[config.mk]
export PLATFORM = sky130hd
export DESIGN_NAME = ttws_front
export DESIGN_NICKNAME = d
export VERILOG_FILES = /design/src/hw/rtl/ttws_pkg.sv /design/src/hw/rtl/ttws_front.sv
export SDC_FILE = /design/constraint.sdc
export NUM_CORES = 1
export LEC_CHECK = 0
export BUFFER_PORTS_ARGS = -buffer_cell sky130_fd_sc_hd__buf_4
export CAP_MARGIN = 5
export CELL_PAD_IN_SITES_DETAIL_PLACEMENT = 1
export CELL_PAD_IN_SITES_GLOBAL_PLACEMENT = 2
export CORE_MARGIN = 2
export CORE_UTILIZATION = 43
export CTS_BUF_LIST = sky130_fd_sc_hd__clkbuf_8
export DETAILED_ROUTE_END_ITERATION = 8
export PLACE_DENSITY = 0.9
export SYNTH_ARGS = -nofsm -noshare
export SYNTH_HDL_FRONTEND = slang
export SYNTH_SLANG_ARGS = --single-unit
[constraint.sdc]
create_clock -name clk -period 4.72 [get_ports clk]
set_clock_uncertainty 0.05 [all_clocks]
set_input_delay 0.472 -clock clk [delete_from_list [all_inputs] [get_ports clk]]
set_output_delay 0.472 -clock clk [all_outputs]
set_load 0.005 [all_outputs]
[src/hw/rtl/ttws_pkg.sv]
`timescale 1ns / 1ps
// package for the text terminal engine: transaction structs, decoded op codes
// and character/cell constants; no dependencies

package ttws_pkg;

    typedef struct packed {
        logic [1:0] func;
        logic [7:0] char_code;
        logic [7:0] row;
        logic [7:0] col;
        logic [7:0] lines_ago;
    } req_t;

    typedef struct packed {
        logic [15:0] cell_value;
        logic        cell_valid;
        logic [4:0]  cursor_row;
        logic [6:0]  cursor_col;
        logic [7:0]  lines_stored;
        logic        scrolled;
    } rsp_t;

    typedef enum logic [2:0] {
        OP_NEWLINE,
        OP_TAB,
        OP_RETURN,
        OP_BACKSPACE,
        OP_CHAR,
        OP_READ_SCREEN,
        OP_READ_HIST,
        OP_SET_CURSOR
    } op_t;

    typedef struct packed {
        op_t        op;
        logic [7:0] char_code;
        logic [7:0] row;
        logic [7:0] col;
        logic [7:0] lines_ago;
        logic       row_ok;
        logic       col_ok;
    } cmd_t;

    localparam logic [1:0] FUNC_PUT         = 2'd0;
    localparam logic [1:0] FUNC_READ_SCREEN = 2'd1;
    localparam logic [1:0] FUNC_READ_HIST   = 2'd2;
    localparam logic [1:0] FUNC_SET_CURSOR  = 2'd3;

    localparam logic [7:0] CHAR_NEWLINE   = 8'd10;
    localparam logic [7:0] CHAR_TAB       = 8'd9;
    localparam logic [7:0] CHAR_RETURN    = 8'd13;
    localparam logic [7:0] CHAR_BACKSPACE = 8'd8;
    localparam logic [7:0] CHAR_BLANK     = 8'h20;

    localparam logic [15:0] RESET_CELL       = 16'h0720;
    localparam logic [7:0]  TEXT_COLOR_RESET = 8'd7;
    localparam int          TAB_STOP         = 8;

endpackage

[src/hw/rtl/ttws_front.sv]
`timescale 1ns / 1ps
// front end: takes request transactions, decodes them into commands and
// holds them in a two-entry queue for the back end; uses ttws_pkg

module ttws_front #(
    parameter int COLS = 80,
    parameter int ROWS = 25
) (
    input  logic          clk,
    input  logic          rst_n,
    input  ttws_pkg::req_t req,
    input  logic          push,
    output logic          full,
    output ttws_pkg::cmd_t cmd,
    output logic          cmd_valid,
    input  logic          cmd_pop
);
    import ttws_pkg::*;

    localparam logic [7:0] COLS_L = 8'(COLS);
    localparam logic [7:0] ROWS_L = 8'(ROWS);

    cmd_t       cls;
    cmd_t       entry_reg [2];
    logic [1:0] cnt_reg, cnt_next;
    logic       wr_ptr_reg, wr_ptr_next;
    logic       rd_ptr_reg, rd_ptr_next;
    logic       push_ok, pop_ok;

    always_comb
    begin
        cls.char_code  = req.char_code;
        cls.row        = req.row;
        cls.col        = req.col;
        cls.lines_ago  = req.lines_ago;
        cls.row_ok     = req.row < ROWS_L;
        cls.col_ok     = req.col < COLS_L;
        case (req.func)
            FUNC_PUT:
            begin
                case (req.char_code)
                    CHAR_NEWLINE:   cls.op = OP_NEWLINE;
                    CHAR_TAB:       cls.op = OP_TAB;
                    CHAR_RETURN:    cls.op = OP_RETURN;
                    CHAR_BACKSPACE: cls.op = OP_BACKSPACE;
                    default:        cls.op = OP_CHAR;
                endcase
            end
            FUNC_READ_SCREEN: cls.op = OP_READ_SCREEN;
            FUNC_READ_HIST:   cls.op = OP_READ_HIST;
            default:          cls.op = OP_SET_CURSOR;
        endcase
    end

    assign full      = cnt_reg == 2'd2;
    assign cmd_valid = cnt_reg != 2'd0;
    assign cmd       = entry_reg[rd_ptr_reg];
    assign push_ok   = push && !full;
    assign pop_ok    = cmd_pop && cmd_valid;

    always_comb
    begin
        cnt_next    = cnt_reg;
        wr_ptr_next = wr_ptr_reg;
        rd_ptr_next = rd_ptr_reg;
        if (push_ok)
        begin
            wr_ptr_next = !wr_ptr_reg;
        end
        if (pop_ok)
        begin
            rd_ptr_next = !rd_ptr_reg;
        end
        if (push_ok && !pop_ok)
        begin
            cnt_next = cnt_reg + 2'd1;
        end
        else if (pop_ok && !push_ok)
        begin
            cnt_next = cnt_reg - 2'd1;
        end
    end

    always_ff @(posedge clk or negedge rst_n)
    begin
        if (!rst_n)
        begin
            cnt_reg    <= 2'd0;
            wr_ptr_reg <= 1'b0;
            rd_ptr_reg <= 1'b0;
        end
        else
        begin
            cnt_reg    <= cnt_next;
            wr_ptr_reg <= wr_ptr_next;
            rd_ptr_reg <= rd_ptr_next;
        end
    end

    always_ff @(posedge clk)
    begin
        if (push_ok)
        begin
            entry_reg[wr_ptr_reg] <= cls;
        end
    end

endmodule

==> flow_metrics.py, run 1 <==
metrics = {
    "global_route": {
        "grt_antenna_before_repair": 0,
        "grt_pass1_vias": 1715,
        "grtUsageTotal": 0.151,
        "grt_max_degree": 39,
        "gr-total-overflow": 0,
        "grt_pass1_wl_um": 8680,
    },
    "synthesis": {
        "ys.flop_type": "edfxtp_1",
        "yosys_warnings": 0,
        "syn-instance-count": 153,
        "synth_area_leaders": "edfxtp_1 (72%), mux2_4 (9.7%), mux2_2 (6.2%)",
        "synth-seq-cells": 78,
        "synth_fp_nets": 194,
        "seq_area_frac_synth": 0.750,
        "synth_edf_count": 74,
        "async_flop_share": 0.0513,
        "synth_cell_types": 26,
        "synth_area_per_cell_um2": 20.2,
        "synth_top_area_frac": 0.718,
        "synth_commonest_cells": "edfxtp_1 (74), mux2_4 (20), mux2_2 (17)",
        "synth_area_um2": 3100,
        "yosys.area.top_type": "edfxtp_1",
        "yosysMostFrequentCell": "edfxtp_1",
    },
    "worst_setup_path": {
        "start_kind": "flop",
        "slowest_delay_ns": 1.08,
        "crit_slowest_cell": "dfrtp_2",
        "crit_path_end_kind": "primary output",
        "critPathBufInv": 1,
        "crit_path_cell_trace": "mux2_2, buf_4",
        "arrival_ns": 1.98,
        "crit_required_ns": 4.20,
        "path_delay_family": "flip-flops",
        "crit_type": "flop to primary output",
        "path_max_fanout": 38,
    },
    "drt": {
        "drc_errors": 0,
        "drt_iter0_markers": 93,
        "wl_um": 5550,
        "wl_per_cell_um": 16.5,
        "drt_pass1_iterations": 4,
        "viasPerCell": 4.79,
        "vias": 1613,
        "final_antenna_net_count": 0,
    },
    "sta": {
        "fmax_mhz": 400,
        "rsz0062_at_grt": "false",
        "slew_violations": 0,
        "fin_crit_ns": 2.50,
        "fin_hold_ws_ns": 0.274,
        "hold_viol_final": 0,
        "setup_viol": 0,
        "fin_tns_setup_ns": 0,
        "relSlewSlack": 0.279,
        "period_share": 0.530,
        "worstMarginPinSlew_ns": 1.08,
    },
    "clock_tree": {
        "clk_pin_slew_ns": 0.08,
        "insertion_delay_ns": 0.33,
        "ctsHoldBuffers": 1,
        "cts_buffers": 9,
        "post_cts_resized": 0,
        "cts_root_buffer": "clkbuf_8",
        "cts_setup_buffers": 0,
        "cts_tree": "yes",
        "clk_path_buf_depth": 2,
        "htreeDepth": 3,
        "cts.sinks": 78,
    },
    "floorplanning": {
        "initial_core_util": 0.451,
        "design.core.area_um2": 6870,
        "fp.dieH_um": 88.8,
        "ios": 77,
        "die_area_um2": 7890,
        "fp.dieW_um": 88.8,
        "rows": 30,
    },
    "power": {
        "leakage_nw": 1.55,
        "peakVddDrop_mv": 0.283,
        "powerDensity_nw_per_um2": 561,
    },
    "final_layout": {
        "n_antenna_cell": 0,
        "syn2layout_area_growth_pct": 27.5,
        "layout-drive-gt1-share": 0.548,
        "finish.net_count": 278,
        "largest_reg_flops": 74,
        "final_util": 0.574,
    },
    "hold_path": {
        "min_path_type": "primary input to flop",
    },
    "placed_design": {
        "port_buffers": 76,
        "gp_congestion": 0.741,
        "post-dp-hpwl_um": 3820,
    },
    "run_status": {
        "outcome": "finished clean",
    },
    "flow_run": {
        "maxCapViolations": 0,
    },
}
layout make-up:
class,count,area [um^2]
sequential,78,2320
fill,662,2920
tap,96,120
clock inverter,6,55.1
inverter,4,15.0
multi-input combinational,67,728
timing repair buffer,77,581
clock buffer,9,124
logic make-up (layout without fill, tap and decap cells):
group                    Yosys count  count (layout)  synth area share
flip-flops                        78              78             0.750
multiplexers                      38              38             0.162
AND/OR/NAND/NOR                   13              13            0.0247
buffers and inverters              8              96            0.0174
AO/OA/AOI/OAI                      7               7            0.0166
XOR/XNOR                           6               6            0.0170
adder cells (fa/ha/maj)            3               3            0.0121
where the power goes:
part	switching [mW]	leakage [nW]	internal, mW
Sequential	0.127	0.733	0.953
Combinational	0.245	0.720	0.435
Clock	0.217	0.0937	0.236
worst paths after layout:
kind                       startpoint               end  slack (ns)  cells after the start
min in group asynchronous       rst_n        cnt_reg[0]        0.42                      2
setup reg to reg           cnt_reg[0]  entry_reg[0][34]        2.72                      3
max in group asynchronous       rst_n        rd_ptr_reg        4.08                      2
hold reg to reg            cnt_reg[1]        cnt_reg[1]        0.44                      1
setup / recovery           rd_ptr_reg           cmd[33]        2.22                      2
hold / removal                 req[3]   entry_reg[0][5]        0.27                      1
through the flow:
step | instance area [um^2] | std cells | worst slack [ns] | power, mW
after CTS | 3950 | 337 | 2.17 | 2.25
after detailed placement | 3760 | 321 | 2.55 | 1.79
final | 3950 | 337 | 2.22 | 2.21
after global routing | 3950 | 337 | 2.08 | 2.35
after global placement | 3760 | 321 | 2.56 | 1.77
after floorplan | 3100 | 153 | 2.05 | 1.46
placed cells by master, fill, tap and decap left out, drive strengths merged, types with 2 or more instances in the layout:
cell	netlist	layout
clkinv	0	3
nand2	2	2
xnor2	3	3
clkbuf	0	9
mux2	37	37
ha	3	3
xor2	3	3
a21oi	2	2
dfrtp	4	4
o31ai	2	2
inv	4	5
buf	4	76
nor2	4	4
edfxtp	74	74
per-layer routing:
layer,track usage,wire [um]
met4,0.0496,46
met3,0.0420,362
met1,0.201,2470
met5,0,0
met2,0.239,2670
Note: power is estimated with default switching activity, not from simulation.
==> inputs of run 2 (changes only) <==
--- a/config.mk
+++ b/config.mk
@@ -10,10 +10,10 @@
 export CELL_PAD_IN_SITES_DETAIL_PLACEMENT = 1
 export CELL_PAD_IN_SITES_GLOBAL_PLACEMENT = 2
 export CORE_MARGIN = 2
-export CORE_UTILIZATION = 43
+export CORE_UTILIZATION = 36
 export CTS_BUF_LIST = sky130_fd_sc_hd__clkbuf_8
 export DETAILED_ROUTE_END_ITERATION = 8
-export PLACE_DENSITY = 0.9
+export PLACE_DENSITY = 0.81
 export SYNTH_ARGS = -nofsm -noshare
 export SYNTH_HDL_FRONTEND = slang
 export SYNTH_SLANG_ARGS = --single-unit
==> constraint.sdc (replaced) <==
create_clock -name clk -period 2.2 [get_ports clk]
set_clock_uncertainty 0.05 [all_clocks]
set_input_delay 0.22 -clock clk [delete_from_list [all_inputs] [get_ports clk]]
set_output_delay 0.22 -clock clk [all_outputs]
set_load 0.005 [all_outputs]
==> flow_metrics.py, run 2 (synthesized netlist as in run 1, its figures left out) <==
metrics = {
    "run_status": {
        "outcome": "finished clean",
    },
    "global_route": {
        "grt_pass1_vias": 1864,
        "gr-total-overflow": 0,
        "grt_antenna_before_repair": 0,
        "grt_max_degree": 38,
        "grt_pass1_wl_um": 9360,
        "grtUsageTotal": 0.128,
    },
    "worst_setup_path": {
        "timing.rr.start": "cnt_reg[0]",
        "critPathBufInv": 2,
        "rr_worst_depth": 7,
        "path_delay_family": "buffers and inverters",
        "start_kind": "flop",
        "crit_start": "rd_ptr_reg",
        "crit_top_cell": "buf_4",
        "slowest_delay_ns": 0.39,
        "crit_type": "flop to primary output",
        "path_max_fanout": 22,
        "crit_required_ns": 1.93,
        "crit_path_end_kind": "primary output",
        "arrival_ns": 1.60,
        "crit_slowest_cell": "mux2_2",
        "r2r_slack_ns": 0.62,
        "rr_endpoint": "cnt_reg[1]",
        "crit_path_cell_trace": "buf_4, mux2_2, buf_4",
    },
    "final_layout": {
        "n_antenna_cell": 0,
        "largest_reg_flops": 74,
        "final_cells": 357,
        "syn2layout_area_growth_pct": 33.0,
        "layout.cells.most_common": "buf_4",
        "mostFrequentLayoutCells": "buf_4 (80), edfxtp_1 (74), mux2_4 (20)",
        "fillCellCount": 816,
        "finish.net_count": 288,
        "layout-drive-gt1-share": 0.548,
    },
    "floorplanning": {
        "die_area_um2": 9360,
        "fp.dieH_um": 96.7,
        "design.core.area_um2": 8260,
        "fp.dieW_um": 96.7,
        "ios": 77,
        "initial_core_util": 0.375,
        "rows": 33,
    },
    "sta": {
        "hold_viol_final": 0,
        "fin_crit_ns": 1.87,
        "rsz0062_at_grt": "false",
        "relSlewSlack": 0.728,
        "fin_tns_setup_ns": 0,
        "fmax_mhz": 534,
        "period_share": 0.851,
        "setup_viol": 0,
        "slew_violations": 0,
        "worstMarginPinSlew_ns": 0.408,
    },
    "drt": {
        "drc_errors": 0,
        "drt_pass1_iterations": 4,
        "wl_um": 5620,
        "final_antenna_net_count": 0,
        "vias": 1662,
        "wl_per_cell_um": 15.8,
        "viasPerCell": 4.66,
        "drt_iter0_markers": 16,
    },
    "flow_run": {
        "maxCapViolations": 0,
    },
    "clock_tree": {
        "cts_tree": "yes",
        "cts.sinks": 78,
        "clk_path_buf_depth": 2,
        "cts_root_buffer": "clkbuf_8",
        "cts_buffers": 9,
        "insertion_delay_ns": 0.32,
        "clk_pin_slew_ns": 0.08,
        "htreeDepth": 3,
        "cts_setup_buffers": 0,
    },
    "placed_design": {
        "post-dp-hpwl_um": 3910,
        "placedCellCount": 335,
        "gp_congestion": 0.738,
        "port_buffers": 76,
    },
    "hold_path": {
        "holdPathStages": 1,
        "hold_path_end": "entry_reg[0][2]",
        "min_path_type": "primary input to flop",
        "min_from": "req[0]",
    },
    "power": {
        "powerDensity_nw_per_um2": 1240,
        "leakage_nw": 1.62,
        "peakVddDrop_mv": 0.638,
    },
}
run 2: cell type report:
class | count | area [um^2] | share of cell area
tap | 105 | 131 | 0.0319
clock buffer | 9 | 124 | 0.0301
sequential | 78 | 2320 | 0.564
timing repair buffer | 87 | 681 | 0.165
multi-input combinational | 67 | 728 | 0.177
clock inverter | 7 | 114 | 0.0277
inverter | 4 | 15.0 | 0.00365
run 2: timing repair:
action | in CTS | in global routing
endpoints found under the hold margin | 13 | 0
hold buffers | 6 | 0
gates resized for setup | 0 | 0
run 2: worst max path at each step:
stage	endpoint	slack [ns]	cells after the start
floorplan	entry_reg[0][0]	0.14	3
CTS	cmd[6]	0.28	3
finish	cmd[6]	0.33	3
global placement	cnt_reg[1]	0.68	7
detailed placement	cnt_reg[1]	0.62	6
global route	cmd[6]	0.23	3
run 2: report_power, final:
group	switching, mW	internal (mW)
combinational	0.729	0.987
sequential	0.103	2.04
clock	0.488	0.748
total	1.32	3.77
run 2: per-stage QoR:
stage                     area (um^2)  hold WS, ns   util  power, mW  worst slack [ns]
after detailed placement         3820      -0.0262  0.462       3.92             0.620
after global routing             4120      0.00275  0.498       5.38             0.229
final                            4120       0.0246  0.498       5.09             0.327
after floorplan                  3100       -0.126      -       3.14             0.145
after CTS                        4120      0.00142  0.498       5.19             0.279
after global placement           3820      -0.0279  0.462       3.88             0.684
run 2: metal layers:
metal,wire length [um],up-vias,track usage
met5,0,-,0
met4,37,0,0.0520
met3,333,4,0.0368
met2,2850,55,0.212
met1,2400,821,0.158
li1,-,782,-
